[config.mk]
export PLATFORM = sky130hd
export DESIGN_NAME = zero_cross_relay_sequencer_top
export DESIGN_NICKNAME = d
export VERILOG_FILES = /design/src/hw/rtl/zcrs_pkg.sv /design/src/hw/rtl/zcrs_config.sv /design/src/hw/rtl/zcrs_core.sv /design/src/hw/rtl/zero_cross_relay_sequencer_top.sv
export SDC_FILE = /design/constraint.sdc
export NUM_CORES = 1
export LEC_CHECK = 0
export ABC_AREA = 0
export BUFFER_PORTS_ARGS = -buffer_cell sky130_fd_sc_hd__buf_4
export CAP_MARGIN = 10
export CORE_ASPECT_RATIO = 0.8
export CORE_MARGIN = 2
export CORE_UTILIZATION = 45
export DETAILED_ROUTE_END_ITERATION = 7
export GPL_ROUTABILITY_DRIVEN = 0
export PLACE_DENSITY_LB_ADDON = 0.25
export SLEW_MARGIN = 20
export SYNTH_ARGS = -nofsm -noshare
export SYNTH_HDL_FRONTEND = slang
export SYNTH_HIERARCHICAL = 1
export SYNTH_SLANG_ARGS = --single-unit
[constraint.sdc]
create_clock -name clk -period 26.5 [get_ports clk]
set_input_delay 0 -clock clk [delete_from_list [all_inputs] [get_ports clk]]
set_output_delay 0 -clock clk [all_outputs]
set_load 0.01 [all_outputs]
[src/hw/rtl/zcrs_pkg.sv]
// zcrs_pkg: shared types and constants of the zero-cross relay sequencer
// used by zcrs_config, zcrs_core and zero_cross_relay_sequencer_top
// no dependencies
`default_nettype none

package zcrs_pkg;

  // fixed width of every counter field on the result channel
  localparam int FIELD_W = 32;

  // item kinds (in_tuser)
  localparam logic [1:0] KIND_CROSS    = 2'd0;
  localparam logic [1:0] KIND_FEEDBACK = 2'd1;
  localparam logic [1:0] KIND_TICK     = 2'd2;

  // heating commands
  localparam logic [1:0] CMD_OFF   = 2'd0;
  localparam logic [1:0] CMD_ON    = 2'd1;
  localparam logic [1:0] CMD_PAUSE = 2'd2;

  // configuration register indexes
  localparam logic [1:0] CFG_DEBOUNCE = 2'd0;
  localparam logic [1:0] CFG_TPS      = 2'd1;
  localparam logic [1:0] CFG_HOLDOFF  = 2'd2;

  // configuration reset values
  localparam logic [3:0]  DEBOUNCE_RST = 4'd2;
  localparam logic [15:0] TPS_RST      = 16'd1000;
  localparam logic [15:0] HOLDOFF_RST  = 16'd20;

  typedef struct packed {
    logic [3:0]  debounce_limit;
    logic [15:0] ticks_per_second;
    logic [15:0] fault_holdoff;
  } cfg_t;

  // one result item, counters already extended to field width
  typedef struct packed {
    logic [FIELD_W-1:0] stuck_closed_count;
    logic [FIELD_W-1:0] stuck_open_count;
    logic [FIELD_W-1:0] contact_seconds;
    logic [FIELD_W-1:0] drive_seconds;
    logic [FIELD_W-1:0] contact_count;
    logic [FIELD_W-1:0] start_count;
    logic               pulse_drive;
    logic               relay_drive;
    logic [1:0]         mode;
  } result_t;

endpackage

`default_nettype wire

[src/hw/rtl/zcrs_config.sv]
// zcrs_config: configuration registers, written through a plain write port
// depends on zcrs_pkg
`default_nettype none

module zcrs_config
  import zcrs_pkg::*;
(
  input  wire logic        clk,
  input  wire logic        rst_n,
  input  wire logic        cfg_we,
  input  wire logic [1:0]  cfg_addr,
  input  wire logic [15:0] cfg_wdata,
  output cfg_t             cfg
);

  cfg_t cfg_r;

  // register writes, unknown indexes are dropped
  always_ff @(posedge clk) begin
    if (!rst_n) begin
      cfg_r.debounce_limit   <= DEBOUNCE_RST;
      cfg_r.ticks_per_second <= TPS_RST;
      cfg_r.fault_holdoff    <= HOLDOFF_RST;
    end else if (cfg_we) begin
      unique case (cfg_addr)
        CFG_DEBOUNCE: cfg_r.debounce_limit   <= cfg_wdata[3:0];
        CFG_TPS:      cfg_r.ticks_per_second <= cfg_wdata;
        CFG_HOLDOFF:  cfg_r.fault_holdoff    <= cfg_wdata;
        default: ;
      endcase
    end
  end

  assign cfg = cfg_r;

endmodule

`default_nettype wire

[src/hw/rtl/zcrs_core.sv]
// zcrs_core: sequencer state, counters and the single-pass update for one item
// depends on zcrs_pkg
`default_nettype none

module zcrs_core
  import zcrs_pkg::*;
#(
  parameter int COUNTER_WIDTH = 32
) (
  input  wire logic       clk,
  input  wire logic       rst_n,
  input  wire cfg_t       cfg,
  input  wire logic       commit,
  input  wire logic [1:0] kind,
  input  wire logic [1:0] boil_command,
  input  wire logic       feedback_high,
  output result_t         result
);

  typedef enum logic [1:0] {
    MODE_IDLE  = 2'd0,
    MODE_PULSE = 2'd1,
    MODE_RELAY = 2'd2,
    MODE_BOIL  = 2'd3
  } mode_t;

  typedef logic [COUNTER_WIDTH-1:0] cnt_t;

  mode_t       mode_r, mode_nxt;
  logic [3:0]  agree_on_r, agree_on_nxt;
  logic [3:0]  agree_off_r, agree_off_nxt;
  logic [31:0] tick_r, tick_nxt;
  logic [31:0] mark_r, mark_nxt;
  logic        relay_r, relay_nxt;
  logic        pulse_r, pulse_nxt;
  cnt_t        start_r, start_nxt;
  cnt_t        contact_r, contact_nxt;
  cnt_t        drive_s_r, drive_s_nxt;
  cnt_t        contact_s_r, contact_s_nxt;
  cnt_t        open_r, open_nxt;
  cnt_t        closed_r, closed_nxt;
  logic [15:0] hold_open_r, hold_open_nxt;
  logic [15:0] hold_closed_r, hold_closed_nxt;

  logic [1:0]  cmd;
  logic [4:0]  on_inc, off_inc;
  logic        on_hit, off_hit;
  logic [3:0]  on_keep, off_keep;
  logic [31:0] since_mark;
  logic        second_due;

  // command three acts as pause
  assign cmd = (boil_command == CMD_OFF || boil_command == CMD_ON) ? boil_command : CMD_PAUSE;

  // debounce: one more agreeing crossing, hit when it passes the limit
  assign on_inc   = {1'b0, agree_on_r} + 5'd1;
  assign off_inc  = {1'b0, agree_off_r} + 5'd1;
  assign on_hit   = on_inc > {1'b0, cfg.debounce_limit};
  assign off_hit  = off_inc > {1'b0, cfg.debounce_limit};
  assign on_keep  = on_inc[3:0];
  assign off_keep = off_inc[3:0];

  // second accounting against the last mark
  assign since_mark = tick_r - mark_r;
  assign second_due = since_mark > {16'd0, cfg.ticks_per_second};

  // next state for the item in the input register
  always_comb begin
    mode_nxt        = mode_r;
    agree_on_nxt    = agree_on_r;
    agree_off_nxt   = agree_off_r;
    tick_nxt        = tick_r;
    mark_nxt        = mark_r;
    relay_nxt       = relay_r;
    pulse_nxt       = pulse_r;
    start_nxt       = start_r;
    contact_nxt     = contact_r;
    drive_s_nxt     = drive_s_r;
    contact_s_nxt   = contact_s_r;
    open_nxt        = open_r;
    closed_nxt      = closed_r;
    hold_open_nxt   = hold_open_r;
    hold_closed_nxt = hold_closed_r;

    unique case (kind)
      KIND_CROSS: begin
        unique case (mode_r)
          MODE_IDLE: begin
            relay_nxt     = 1'b0;
            pulse_nxt     = 1'b0;
            agree_on_nxt  = '0;
            agree_off_nxt = '0;
            if (cmd == CMD_ON) begin
              mode_nxt = MODE_PULSE;
            end
          end
          MODE_PULSE: begin
            if (cmd == CMD_OFF) begin
              agree_on_nxt = '0;
              if (off_hit) begin
                agree_off_nxt = '0;
                pulse_nxt     = 1'b0;
                mode_nxt      = MODE_IDLE;
              end else begin
                agree_off_nxt = off_keep;
              end
            end else begin
              agree_off_nxt = '0;
              if (on_hit) begin
                agree_on_nxt = '0;
                pulse_nxt    = 1'b1;
                start_nxt    = start_r + cnt_t'(1);
                mode_nxt     = MODE_RELAY;
              end else begin
                agree_on_nxt = on_keep;
              end
            end
          end
          MODE_RELAY: begin
            if (cmd == CMD_OFF) begin
              agree_on_nxt = '0;
              if (off_hit) begin
                agree_off_nxt = '0;
                relay_nxt     = 1'b0;
                mode_nxt      = MODE_PULSE;
              end else begin
                agree_off_nxt = off_keep;
              end
            end else if (cmd == CMD_ON) begin
              agree_off_nxt = '0;
              if (on_hit) begin
                agree_on_nxt = '0;
                relay_nxt    = 1'b1;
                mark_nxt     = tick_r;
                contact_nxt  = contact_r + cnt_t'(1);
                mode_nxt     = MODE_BOIL;
              end else begin
                agree_on_nxt = on_keep;
              end
            end else if (second_due) begin
              // pause leaves the agree counts alone
              mark_nxt    = tick_r;
              drive_s_nxt = drive_s_r + cnt_t'(1);
            end
          end
          MODE_BOIL: begin
            if (cmd != CMD_ON) begin
              agree_on_nxt = '0;
              if (off_hit) begin
                agree_off_nxt = '0;
                relay_nxt     = 1'b0;
                mode_nxt      = MODE_RELAY;
              end else begin
                agree_off_nxt = off_keep;
              end
            end else begin
              if (second_due) begin
                mark_nxt      = tick_r;
                contact_s_nxt = contact_s_r + cnt_t'(1);
                drive_s_nxt   = drive_s_r + cnt_t'(1);
              end
              agree_off_nxt = '0;
              relay_nxt     = 1'b1;
            end
          end
          default: ;
        endcase
      end
      KIND_FEEDBACK: begin
        if (mode_r == MODE_BOIL) begin
          // stuck open: pin stays high while boiling
          if (feedback_high) begin
            if (hold_open_r == '0) begin
              open_nxt      = open_r + cnt_t'(1);
              hold_open_nxt = cfg.fault_holdoff;
            end
          end else begin
            open_nxt = '0;
          end
        end else begin
          // stuck closed: pin low in any other mode
          if (feedback_high) begin
            closed_nxt = '0;
          end else if (hold_closed_r == '0) begin
            closed_nxt      = closed_r + cnt_t'(1);
            hold_closed_nxt = cfg.fault_holdoff;
          end
        end
      end
      KIND_TICK: begin
        tick_nxt = tick_r + 32'd1;
        if (hold_open_r != '0) begin
          hold_open_nxt = hold_open_r - 16'd1;
        end
        if (hold_closed_r != '0) begin
          hold_closed_nxt = hold_closed_r - 16'd1;
        end
      end
      default: ;
    endcase
  end

  // state update on each committed item
  always_ff @(posedge clk) begin
    if (!rst_n) begin
      mode_r        <= MODE_IDLE;
      agree_on_r    <= '0;
      agree_off_r   <= '0;
      tick_r        <= '0;
      mark_r        <= '0;
      relay_r       <= 1'b0;
      pulse_r       <= 1'b0;
      start_r       <= '0;
      contact_r     <= '0;
      drive_s_r     <= '0;
      contact_s_r   <= '0;
      open_r        <= '0;
      closed_r      <= '0;
      hold_open_r   <= '0;
      hold_closed_r <= '0;
    end else if (commit) begin
      mode_r        <= mode_nxt;
      agree_on_r    <= agree_on_nxt;
      agree_off_r   <= agree_off_nxt;
      tick_r        <= tick_nxt;
      mark_r        <= mark_nxt;
      relay_r       <= relay_nxt;
      pulse_r       <= pulse_nxt;
      start_r       <= start_nxt;
      contact_r     <= contact_nxt;
      drive_s_r     <= drive_s_nxt;
      contact_s_r   <= contact_s_nxt;
      open_r        <= open_nxt;
      closed_r      <= closed_nxt;
      hold_open_r   <= hold_open_nxt;
      hold_closed_r <= hold_closed_nxt;
    end
  end

  // result reports the state after the update
  always_comb begin
    result.mode               = mode_nxt;
    result.relay_drive        = relay_nxt;
    result.pulse_drive        = pulse_nxt;
    result.start_count        = FIELD_W'(start_nxt);
    result.contact_count      = FIELD_W'(contact_nxt);
    result.drive_seconds      = FIELD_W'(drive_s_nxt);
    result.contact_seconds    = FIELD_W'(contact_s_nxt);
    result.stuck_open_count   = FIELD_W'(open_nxt);
    result.stuck_closed_count = FIELD_W'(closed_nxt);
  end

endmodule

`default_nettype wire

[src/hw/rtl/zero_cross_relay_sequencer_top.sv]
// zero_cross_relay_sequencer_top: input register, sequencer core, result register
// depends on zcrs_pkg, zcrs_config, zcrs_core
//
//   channel  direction  payload
//   in_*     slave      tuser: kind; tdata: boil_command, feedback_high
//   out_*    master     tdata: mode, drives and six counters
//   cfg_*    write      index 0 debounce, 1 ticks per second, 2 fault holdoff
//
// one item per cycle sustained while out_tready stays high; the result of an item passes
// through the input register, then the result register
// the update is one pass of logic from the input register to the result register
// a stalled result holds the input register, which, while it holds an item, holds in_tready low
// reset is synchronous and active low and takes effect on the next clock edge
`default_nettype none

module zero_cross_relay_sequencer_top
  import zcrs_pkg::*;
#(
  parameter int COUNTER_WIDTH = 32
) (
  input  wire logic         clk,
  input  wire logic         rst_n,
  // configuration write
  input  wire logic         cfg_we,
  input  wire logic [1:0]   cfg_addr,
  input  wire logic [15:0]  cfg_wdata,
  // input items
  input  wire logic         in_tvalid,
  output logic              in_tready,
  input  wire logic [7:0]   in_tdata,  // boil_command[1:0], feedback_high[2], zero pad
  input  wire logic [1:0]   in_tuser,  // kind[1:0]
  // result items
  output logic              out_tvalid,
  input  wire logic         out_tready,
  output logic [199:0]      out_tdata  // mode[1:0], relay_drive[2], pulse_drive[3],
                                       // start_count[35:4], contact_count[67:36],
                                       // drive_seconds[99:68], contact_seconds[131:100],
                                       // stuck_open_count[163:132],
                                       // stuck_closed_count[195:164], zero pad
);

  cfg_t       cfg;
  result_t    result;
  logic       item_valid_r;
  logic [1:0] kind_r;
  logic [1:0] cmd_r;
  logic       fb_r;
  logic       out_valid_r;
  result_t    out_data_r;
  logic       commit;

  zcrs_config u_config (
    .clk       (clk),
    .rst_n     (rst_n),
    .cfg_we    (cfg_we),
    .cfg_addr  (cfg_addr),
    .cfg_wdata (cfg_wdata),
    .cfg       (cfg)
  );

  // item moves on when the result register is free or being drained
  assign commit    = item_valid_r && (!out_valid_r || out_tready);
  assign in_tready = !item_valid_r || commit;

  zcrs_core #(
    .COUNTER_WIDTH (COUNTER_WIDTH)
  ) u_core (
    .clk           (clk),
    .rst_n         (rst_n),
    .cfg           (cfg),
    .commit        (commit),
    .kind          (kind_r),
    .boil_command  (cmd_r),
    .feedback_high (fb_r),
    .result        (result)
  );

  // input register control
  always_ff @(posedge clk) begin
    if (!rst_n) begin
      item_valid_r <= 1'b0;
    end else if (in_tready) begin
      item_valid_r <= in_tvalid;
    end
  end

  // input register payload
  always_ff @(posedge clk) begin
    if (in_tvalid && in_tready) begin
      kind_r <= in_tuser;
      cmd_r  <= in_tdata[1:0];
      fb_r   <= in_tdata[2];
    end
  end

  // result register control
  always_ff @(posedge clk) begin
    if (!rst_n) begin
      out_valid_r <= 1'b0;
    end else if (commit) begin
      out_valid_r <= 1'b1;
    end else if (out_tready) begin
      out_valid_r <= 1'b0;
    end
  end

  // result register payload
  always_ff @(posedge clk) begin
    if (commit) begin
      out_data_r <= result;
    end
  end

  assign out_tvalid = out_valid_r;
  assign out_tdata  = {4'd0, out_data_r};

endmodule

`default_nettype wire

### Word level (Yosys, flattened, before mapping)

Cells that the tools add are included.

* register bits after elaboration: 539
* input bits: 33

* add/sub/neg operators: 12
* magnitude comparators: 3
* equal/unequal tests: 23
* muxes and demuxes: 82
* reductions and logical operators: 28

Operators by type and width (count)
* 32-bit two-way mux: 31
* 32-bit by 1-bit adder with 32-bit output, second input constant: 7
* 16-bit two-way mux: 8
* 32-bit case mux with 2 select lines: 2
* 16-bit case mux with 2 select lines: 2
* 4-bit two-way mux: 10
* 32-bit by 16-bit greater-than comparator with 1-bit output: 1
* 16-bit zero test: 2
* 4-bit case mux with 4 select lines: 2
* 16-bit nonzero test: 2
* 16-bit by 1-bit subtractor with 16-bit output, second input constant: 2
* 32-bit subtractor: 1
* 2-bit two-way mux: 12
* 6-bit AND reduction: 3
* 2-bit by 1-bit != test with 1-bit output, second input constant: 7
* 1-bit two-way mux: 12
* 4-bit by 1-bit adder with 5-bit output, second input constant: 2
* 2-bit by 1-bit == test with 1-bit output, second input constant: 5
* 5-bit by 4-bit greater-than comparator with 1-bit output: 2
* 2-bit zero test: 5
* 2-bit != test, second input constant: 5
* 2-bit == test, second input constant: 4
* 2-bit case mux with 4 select lines: 1
* 2-bit AND reduction: 4
* 10 further kinds: 16

### Logic depth before layout (Yosys ltp)

Gate-level depths: netlist (run 1).

* depth after elaboration: 8
* gate-level depth with buffers: 23
* depth with buffers taken out: 21

### Cells and area by module

Netlist (run 1), hierarchy kept.

By module, submodules not included
* zcrs_core: instances 1, cells each 2815, area an instance 20678.6 um2, seq. area each 6005.8 um2
* zero_cross_relay_sequencer_top: instances 1, cells each 215, area an instance 6173.4 um2, seq. area each 6075.8 um2
* zcrs_config: instances 1, cells each 148, area an instance 1438.9 um2, seq. area each 720.7 um2

### Worst setup path after synthesis (run 1)

No wires, ideal clock.

* path type: flip-flop to flip-flop
* start point: register out_valid_r (netlist: out_tvalid)
* end point: register u_core.tick_r[29]
* library setup time: 0.128 ns
* data arrival time: 11.360 ns
* data required time: 26.372 ns
* setup slack: 15.013 ns
* cell stages (with the launch flop): 14
* path buffers: 2
* period minus slack after synthesis: 11.487 ns
* cells stage by stage: dfxtp_1 > nor2b_4 > nor2b_1 > clkbuf_1 > and2_1 > clkbuf_1 > nand4_1 > nor3_1 > nand2_1 > nor2_1 > and3_1 > nand3_1 > xor2_1 > nor2_1

* longest elaborated chain between the ends: 4

RTL lines
* from (decl): line zero_cross_relay_sequencer_top.sv:48 `logic out_valid_r;`
* from (signal assigned): line zero_cross_relay_sequencer_top.sv:99 `out_valid_r <= 1'b0;`
* from (signal assigned): line zero_cross_relay_sequencer_top.sv:101 `out_valid_r <= 1'b1;`
* from (signal assigned): line zero_cross_relay_sequencer_top.sv:103 `out_valid_r <= 1'b0;`
* 1-bit zero test: line zero_cross_relay_sequencer_top.sv:62 `assign commit = item_valid_r && (!out_valid_r || out_tready);`
* 1-bit logical OR: line zero_cross_relay_sequencer_top.sv:62
* 1-bit logical AND: line zero_cross_relay_sequencer_top.sv:62
* via commit: line zero_cross_relay_sequencer_top.sv:50 `logic commit;`
* 2-bit AND reduction (no line)
* to (signal assigned): line zcrs_core.sv:225 `tick_r <= tick_nxt;`
* to (decl): line zcrs_core.sv:32 `logic [31:0] tick_r, tick_nxt;`

The timed path passes the listed nets, and every way through them passes these cells.
A chain may end at the register's enable or synchronous reset.

==> impl_metrics.env, run 1 <==
export IMPL_async_flop_share_pct=0
export IMPL_post_drt_via_cell_ratio=5.517
export IMPL_routed_wl_um=68970
export IMPL_fillCellCount=5853
export IMPL_clk_path_buf_depth=3
export IMPL_critPathKind="flip-flop to flip-flop"
export IMPL_setup_viol=0
export IMPL_max_vdd_ir_drop_mv=0.05089
export IMPL_finalMaxSlewViolations=0
export IMPL_outcome="completed"
export IMPL_grt_pass1_vias=20660
export IMPL_antennaDiodeCount=0
export IMPL_wire_per_inst_um=16.36
export IMPL_grt_pass1_wl_um=110300
export IMPL_cts_tree="done"
export IMPL_period_share_pct=22.75
export IMPL_cp_max_fo=27
export IMPL_syn2layout_area_growth_pct=15.88
export IMPL_synth_edf_count=201
export IMPL_cts_sinks=539
export IMPL_multi_input_area_mm2=0.01432
export IMPL_netlist_cell_type_count=98
export IMPL_setup_tns_ns=0
export IMPL_grt_antenna_before_repair=0
export IMPL_synthCells=3178
export IMPL_comb_power_share_pct=6.6
export IMPL_period_minus_slack_ns=6.030
export IMPL_port_buffers=225
export IMPL_cts_hold_fix_buffers=31
export IMPL_cp_start_kind="flip-flop"
export IMPL_start_util_pct=45.35
export IMPL_p_leak_nw=12.50
export IMPL_cts_resized_gates=0
export IMPL_hold_viol_final=0
export IMPL_max_cap_violations=0
export IMPL_hold_class="primary input to flip-flop"
export IMPL_ys_ff_latch=539
export IMPL_seq_area_mm2=0.01280
export IMPL_startpoint="u_core/tick_r[0]$_SDFFE_PN0P_"
export IMPL_max_slew_margin_rel_pct=28.18
export IMPL_tightest_slew_ns=1.077
export IMPL_design_core_area_mm2=0.06238
export IMPL_synthFlopType="dfxtp_1"
export IMPL_rows=82
export IMPL_root_buffer="clkbuf_16"
export IMPL_seq_area_frac_synth_pct=45.25
export IMPL_gr_total_overflow=0
export IMPL_die_area_mm2=0.06490
export IMPL_final_util_pct=52.56
export IMPL_clk_latency_ns=0.61
export IMPL_htreeDepth=2
export IMPL_crit_required_ns=26.81
export IMPL_post_dp_hpwl_um=45630
export IMPL_die_x_um=284.3
export IMPL_internal_power_w=0.001424
export IMPL_rsz0062_at_grt="false"
export IMPL_power_switching_w=0.0004265
export IMPL_worst_slack_ns=20.47
export IMPL_die_h_um=228.3
export IMPL_min_from="in_tdata[2]"
export IMPL_place_area_mm2=0.03050
export IMPL_regToRegStartpoint="u_core/tick_r[0]$_SDFFE_PN0P_"
export IMPL_dr_first_iter_drc_count=1998
export IMPL_p_sw_share_pct=23.04
export IMPL_arrival_ns=6.34
export IMPL_finalNetCount=3438
export IMPL_via_count=23260
export IMPL_place_ws_ns=20.54
export IMPL_grt_max_degree=131
export IMPL_yosys_warnings=6
export IMPL_power_frac_seq_pct=48.2
export IMPL_drt_pass1_iter_count=7
export IMPL_finalInstanceArea_mm2=0.03278
export IMPL_postCtsSetupBuffers=0
export IMPL_clockPowerShare_pct=45.2
export IMPL_drc=0
export IMPL_timing_hold_ws_ns=0.1277
export IMPL_ant_nets=0
export IMPL_powerDensity_mw_per_mm2=56.46
export IMPL_grt_usage_pct=20.41
export IMPL_cts_clk_slew_worst_paths_ns=0.06
export IMPL_post_synth_cell_area_avg_um2=8.902
export IMPL_fin_skew_ns=0.02855
export IMPL_max_freq_mhz=165.8
export IMPL_cts_buffers=56
export IMPL_syn_cell_area_mm2=0.02829
export IMPL_drive_gt1_share_pct=12.91
export IMPL_io_pin_count=235
export IMPL_crit_path_end_kind="flip-flop"
[cell families (layout without fill, tap and decap cells)]
group           count (synthesis)  in the layout  synth area share [%]
xor+xnor                      230            230                 7.120
compound gates                610            610                 14.25
simple gates                 1353           1353                 23.25
buf+inv                       303            498                 4.356
mux                            67             67                 2.410
fa+ha+maj                      75             75                 3.344
other cells                     1              4               0.01326
flops                         539            539                 45.25
[synthesized netlist by cell type, types with 18 or more instances]
library cell	count	share of area, %
nand2_1	433	5.7
dfxtp_1	338	24
nor2_1	288	3.8
edfxtp_1	201	21
nand3_1	201	3.6
o21ai_0	159	2.8
a21oi_1	150	2.7
clkbuf_1	134	1.8
xor2_1	126	3.9
inv_1	108	1.4
xnor2_1	104	3.2
and3_1	84	1.9
ha_1	74	3.3
nand4_1	69	1.5
mux2i_1	58	2.1
nor3_1	56	0.99
o211ai_1	41	1.1
a31oi_1	35	0.77
and2_1	35	0.77
or3_1	35	0.77
buf_2	31	0.55
o31ai_1	28	0.74
a21o_1	25	0.66
or4_1	23	0.61
nand2b_1	18	0.40
o211a_1	18	0.64
or2_2	18	0.40
[cells in the final DEF (no fill, tap or decap), types with 11 or more instances in the layout]
cell type / count
nand2_1: 433
dfxtp_1: 338
nor2_1: 286
buf_4: 250
edfxtp_1: 201
nand3_1: 201
o21ai_0: 158
a21oi_1: 150
xor2_1: 126
inv_1: 108
xnor2_1: 104
and3_1: 84
ha_1: 72
nand4_1: 69
clkbuf_16: 58
mux2i_1: 58
nor3_1: 56
o211ai_1: 41
or3_1: 35
and2_1: 35
a31oi_1: 34
dlygate4sd3_1: 31
o31ai_1: 28
a21o_1: 25
or4_1: 23
or2_2: 18
nand2b_1: 18
o211a_1: 18
o21a_1: 16
and4_1: 16
o221a_2: 16
nor2b_1: 15
a22o_1: 12
nor4_1: 12
clkinv_2: 11
o22ai_1: 11
[power by group through the flow]
stage	registers, W	logic [W]	clock network [W]
2_1_floorplan	0.000918	0.0000641	0
3_3_place_gp	0.000909	0.000118	0
3_5_place_dp	0.000910	0.000120	0
4_1_cts	0.000892	0.000123	0.000860
5_1_grt	0.000893	0.000134	0.000893
6_report	0.000892	0.000123	0.000837
[final timing paths]
check	slack, ns	cells past startpoint	end
min reg2reg	0.46	2	u_config/cfg[1]$_SDFFE_PN0P_
max reg2reg	20.47	19	out_tdata[94]$_DFFE_PP_
max	20.47	19	out_tdata[94]$_DFFE_PP_
min	0.13	2	fb_r$_DFFE_PP_
[cell type report]
class                      instances  share of cell area (%)
sequential                       539                   39.05
clock buffer                      74                   4.824
multi-input combinational       2339                   43.68
clock inverter                    30                   1.183
inverter                         111                   1.286
timing repair buffer             283                   6.767
tap                              840                   3.206
[registers in the layout (all words and copies together), names as in the netlist, 2 cells and up]
register              cells
out_tdata               196
u_config/cfg             36
u_core/closed_r          32
u_core/contact_r         32
u_core/contact_s_r       32
u_core/drive_s_r         32
u_core/mark_r            32
u_core/open_r            32
u_core/start_r           32
u_core/tick_r            32
u_core/hold_closed_r     16
u_core/hold_open_r       16
u_core/agree_off_r        4
u_core/agree_on_r         4
cmd_r                     2
kind_r                    2
u_core/mode_r             2
[per-stage QoR]
step	total power (W)	std cells
floorplan	0.0009822	3181
global placement	0.001028	4081
detailed placement	0.001029	4081
CTS	0.001875	4216
global route	0.001920	4216
finish	0.001851	4216
[per-layer routing]
metal | vias up | part of all wire [%] | track usage, %
met5 | - | 0 | 0
met4 | 0 | 2.1 | 5.230
met3 | 87 | 5.3 | 2.770
met2 | 554 | 43 | 30.77
met1 | 11000 | 49 | 30.65
li1 | 11620 | - | -
[worst max-delay path, cell delays in order, from the launching register on]
cell and delay, ns:
dfxtp_1 0.40, inv_1 0.08, ha_1 0.22, fa_1 0.39, and2b_1 0.25, o2111ai_2 0.17, a2111oi_2 0.45, nor3_2 0.16
xnor2_1 0.17, ha_1 0.33, and4_1 0.20, nand4_1 0.13, or2_2 0.32, a21oi_1 0.21, o211ai_1 0.14, nor4_2 0.65
nand3_4 0.46, and3_1 0.57, a41oi_1 0.32, a31oi_1 0.09
Note: power is estimated with default switching activity, not from simulation.
==> inputs of run 2 (changes only) <==
- ABC_AREA: 0 -> 1
- clock period: 26.5 -> 5.3 ns (I/O delays scaled with it)
==> run 2 against run 1 <==
  * Synthesized area grew 4.0%
  * Clock skew shrank 0.011 ns
  * Fmax grew 36%
  * Global-route usage grew 1.7 points
  * Cell area grew 3.9%
  * Sequential power grew to 5.3 times the previous value
  * Synthesized cell count grew 28%
  * Clock power grew to 4.8 times the previous value
  * Largest power group unchanged
  * Via count grew 13%
  * Combinational power grew to 11 times the previous value
  * Largest cell class unchanged
  * Worst hold slack lost 0.032 ns
  * Register-to-register slack lost 20 ns
==> impl_metrics.env, run 2 <==
export IMPL_outcome="completed"
export IMPL_yosysTopAreaCell="dfxtp_1"
export IMPL_post_synth_cell_area_avg_um2=7.242
export IMPL_synthAdderAreaFrac_pct=3.216
export IMPL_fillCellCount=6237
export IMPL_final_cell_mix="nand2_1, inv_1, nor2_1"
export IMPL_synth_edf_count=201
export IMPL_rsz0062_at_grt="false"
export IMPL_netlist_cell_type_count=67
export IMPL_critPathKind="flip-flop to flip-flop"
export IMPL_ant_nets=0
export IMPL_synthCells=4062
export IMPL_die_h_um=232.7
export IMPL_synth_top_area_share_pct=23.00
export IMPL_critical_path_max_stage_delay_ns=0.43
export IMPL_hold_end="kind_r[1]$_DFFE_PP_"
export IMPL_async_flop_share_pct=0
export IMPL_r2r_end="u_core/mark_r[0]$_SDFFE_PN0P_"
export IMPL_rows=83
export IMPL_synthFlopType="dfxtp_1"
export IMPL_grt_pass1_wl_um=123400
export IMPL_max_cap_violations=0
export IMPL_htreeDepth=2
export IMPL_synth_compound_area_share_pct=14.28
export IMPL_synth_area_leaders="dfxtp_1, edfxtp_1, nand2_1, inv_1, o21ai_0"
export IMPL_post_drt_via_cell_ratio=5.096
export IMPL_ff2ff_setup_slack_ns=0.87
export IMPL_reg2regPathDepth=24
export IMPL_design_power_total_w=0.01011
export IMPL_synth_xor_area_share_pct=3.454
export IMPL_root_buffer="clkbuf_16"
export IMPL_gr_total_overflow=0
export IMPL_finalNetCount=4374
export IMPL_period_minus_slack_ns=4.433
export IMPL_min_from="in_tuser[1]"
export IMPL_port_buffers=225
export IMPL_p_leak_nw=15.59
export IMPL_arrival_ns=4.90
export IMPL_yosys_warnings=6
export IMPL_synth_top_family_by_area="simple AND/OR/NAND/NOR gates"
export IMPL_synth_most_common_cell="nand2_1"
export IMPL_cp_max_fo=56
export IMPL_max_vdd_ir_drop_mv=0.2941
export IMPL_die_area_mm2=0.06744
export IMPL_syn_cell_area_mm2=0.02942
export IMPL_syn2layout_area_growth_pct=15.78
export IMPL_synth_simple_area_share_pct=23.53
export IMPL_hold_path_cell_count=2
export IMPL_cts_tree="done"
export IMPL_setup_tns_ns=0
export IMPL_finalMaxSlewViolations=0
export IMPL_seq_area_frac_synth_pct=43.52
export IMPL_hold_viol_final=0
export IMPL_max_freq_mhz=225.6
export IMPL_largest_reg_flops=196
export IMPL_synth_common_cells="nand2_1, inv_1, nor2_1, o21ai_0, dfxtp_1"
export IMPL_dr_first_iter_drc_count=2237
export IMPL_clk_latency_ns=0.62
export IMPL_grt_usage_pct=22.06
export IMPL_drc=0
export IMPL_drt_pass1_iter_count=6
export IMPL_grt_pass1_vias=23910
export IMPL_design_core_area_mm2=0.06439
export IMPL_crit_slowest_cell="fa_1"
export IMPL_place_area_mm2=0.03180
export IMPL_cp_start_kind="flip-flop"
export IMPL_crit_required_ns=5.76
export IMPL_antennaDiodeCount=0
export IMPL_regToRegStartpoint="u_core/tick_r[0]$_SDFFE_PN0P_"
export IMPL_tightest_slew_ns=1.005
export IMPL_cts_clk_slew_worst_paths_ns=0.06
export IMPL_io_pin_count=235
export IMPL_final_util_pct=52.90
export IMPL_cts_sinks=539
export IMPL_period_share_pct=83.65
export IMPL_start_util_pct=45.69
export IMPL_final_common_cell="nand2_1"
export IMPL_ys_ff_latch=539
export IMPL_max_slew_margin_rel_pct=32.97
export IMPL_grt_max_degree=131
export IMPL_hold_class="primary input to flip-flop"
export IMPL_synth_mux_area_share_pct=0
export IMPL_clk_path_buf_depth=3
export IMPL_powerDensity_mw_per_mm2=296.7
export IMPL_crit_path_end_kind="flip-flop"
export IMPL_routed_wl_um=75550
export IMPL_postCtsSetupBuffers=0
export IMPL_die_x_um=289.9
export IMPL_wire_per_inst_um=14.64
export IMPL_drive_gt1_share_pct=9.045
export IMPL_finalInstanceArea_mm2=0.03406
export IMPL_grt_antenna_before_repair=0
export IMPL_cts_buffers=55
export IMPL_via_count=26310
export IMPL_cp_cell_sequence="inv_1 > ha_1 > fa_1 > nor2_1 > or2_1 > nand2_1 > nand3_2 > xor2_1 > ha_1 > nand2_1 > nor2_1 > nand3_1 > nor2_1 > nand4_1 > nand2_1 > nand3_1 > nor2_1 > nand2_1 > nor2_2 > nand2_4 > o21ai_4 > inv_2 > o21ai_0 > a21oi_1"
export IMPL_timing_hold_ws_ns=0.09593
export IMPL_fin_skew_ns=0.01772
export IMPL_post_dp_hpwl_um=53010
export IMPL_setup_viol=0
==> run 2: cell types whose count changed after synthesis, sizes merged, moves of 35 or more <==
cell	change
and2	-39
and3	-82
xnor2	-90
mux2i	-58
o21ai	+219
nor2	+102
inv	+665
nand2	+359
a21oi	+177
o211ai	-35
==> run 2: stage by stage <==
step,setup WS [ns],cells
3_3_place_gp,0.9672,5024
6_report,0.8667,5162
4_1_cts,0.8350,5160
3_5_place_dp,0.8714,5024
5_1_grt,0.3078,5162
2_1_floorplan,-0.2125,4065
==> run 2: cell type report <==
type / instances / area (µm²) / share of cell area (%)
repair buffers: 282 / 2222 / 6.524
clock inverters: 32 / 379.1 / 1.113
inverters: 779 / 2937 / 8.622
multi-input cells: 2609 / 13150 / 38.60
flip-flops and latches: 539 / 12800 / 37.59
clock buffers: 71 / 1508 / 4.427
well taps: 850 / 1064 / 3.123
==> run 2: timing repair <==
item,CTS,global route
gates resized for setup,0,0
hold buffers,33,1
endpoints found under the hold margin,48,11
==> run 2: layer usage <==
layer / share of wire [%] / GRT usage [%] / wire [µm] / up-vias
met5: 0 / 0 / 0 / -
met2: 44 / 35.07 / 33170 / 704
met1: 49 / 31.99 / 36980 / 11980
met4: 1.9 / 5.257 / 1405 / 0
met3: 5.3 / 2.665 / 3994 / 84
li1: - / - / - / 13540
==> run 2: logic make-up after synthesis <==
family / after synthesis
other cells: 1
flops: 539
xor+xnor: 116
simple gates: 1617
buf+inv: 917
fa+ha+maj: 75
compound gates: 797
==> run 2: critical path: cells and delay by family (launching register included) <==
| family | cells | cell delay (ns) |
|---|---|---|
| AND/OR/NAND/NOR | 15 | 1.70 |
| AO/OA/AOI/OAI | 3 | 0.68 |
| adder cells (fa/ha/maj) | 3 | 0.94 |
| flip-flops | 1 | 0.33 |
| buffers and inverters | 2 | 0.49 |
| XOR/XNOR | 1 | 0.09 |
==> run 2: worst max-delay path by stage <==
stage,from,end,slack (ns)
3_3_place_gp,u_core/tick_r[0]$_SDFFE_PN0P_,u_core/mark_r[12]$_SDFFE_PN0P_,0.97
3_5_place_dp,u_core/tick_r[0]$_SDFFE_PN0P_,u_core/mark_r[11]$_SDFFE_PN0P_,0.87
6_report,u_core/tick_r[0]$_SDFFE_PN0P_,u_core/mark_r[0]$_SDFFE_PN0P_,0.87
4_1_cts,u_core/tick_r[0]$_SDFFE_PN0P_,u_core/mark_r[11]$_SDFFE_PN0P_,0.84
2_1_floorplan,out_tvalid$_SDFFE_PN0P_,u_core/tick_r[30]$_SDFFE_PN0P_,-0.21
5_1_grt,u_core/tick_r[0]$_SDFFE_PN0P_,u_core/mark_r[5]$_SDFFE_PN0P_,0.31
==> run 2: where the power goes <==
group	internal, W	switching (W)	total [W]
Combinational	0.000474	0.000905	0.00138
Sequential	0.00453	0.000154	0.00469
Clock	0.00236	0.00168	0.00404
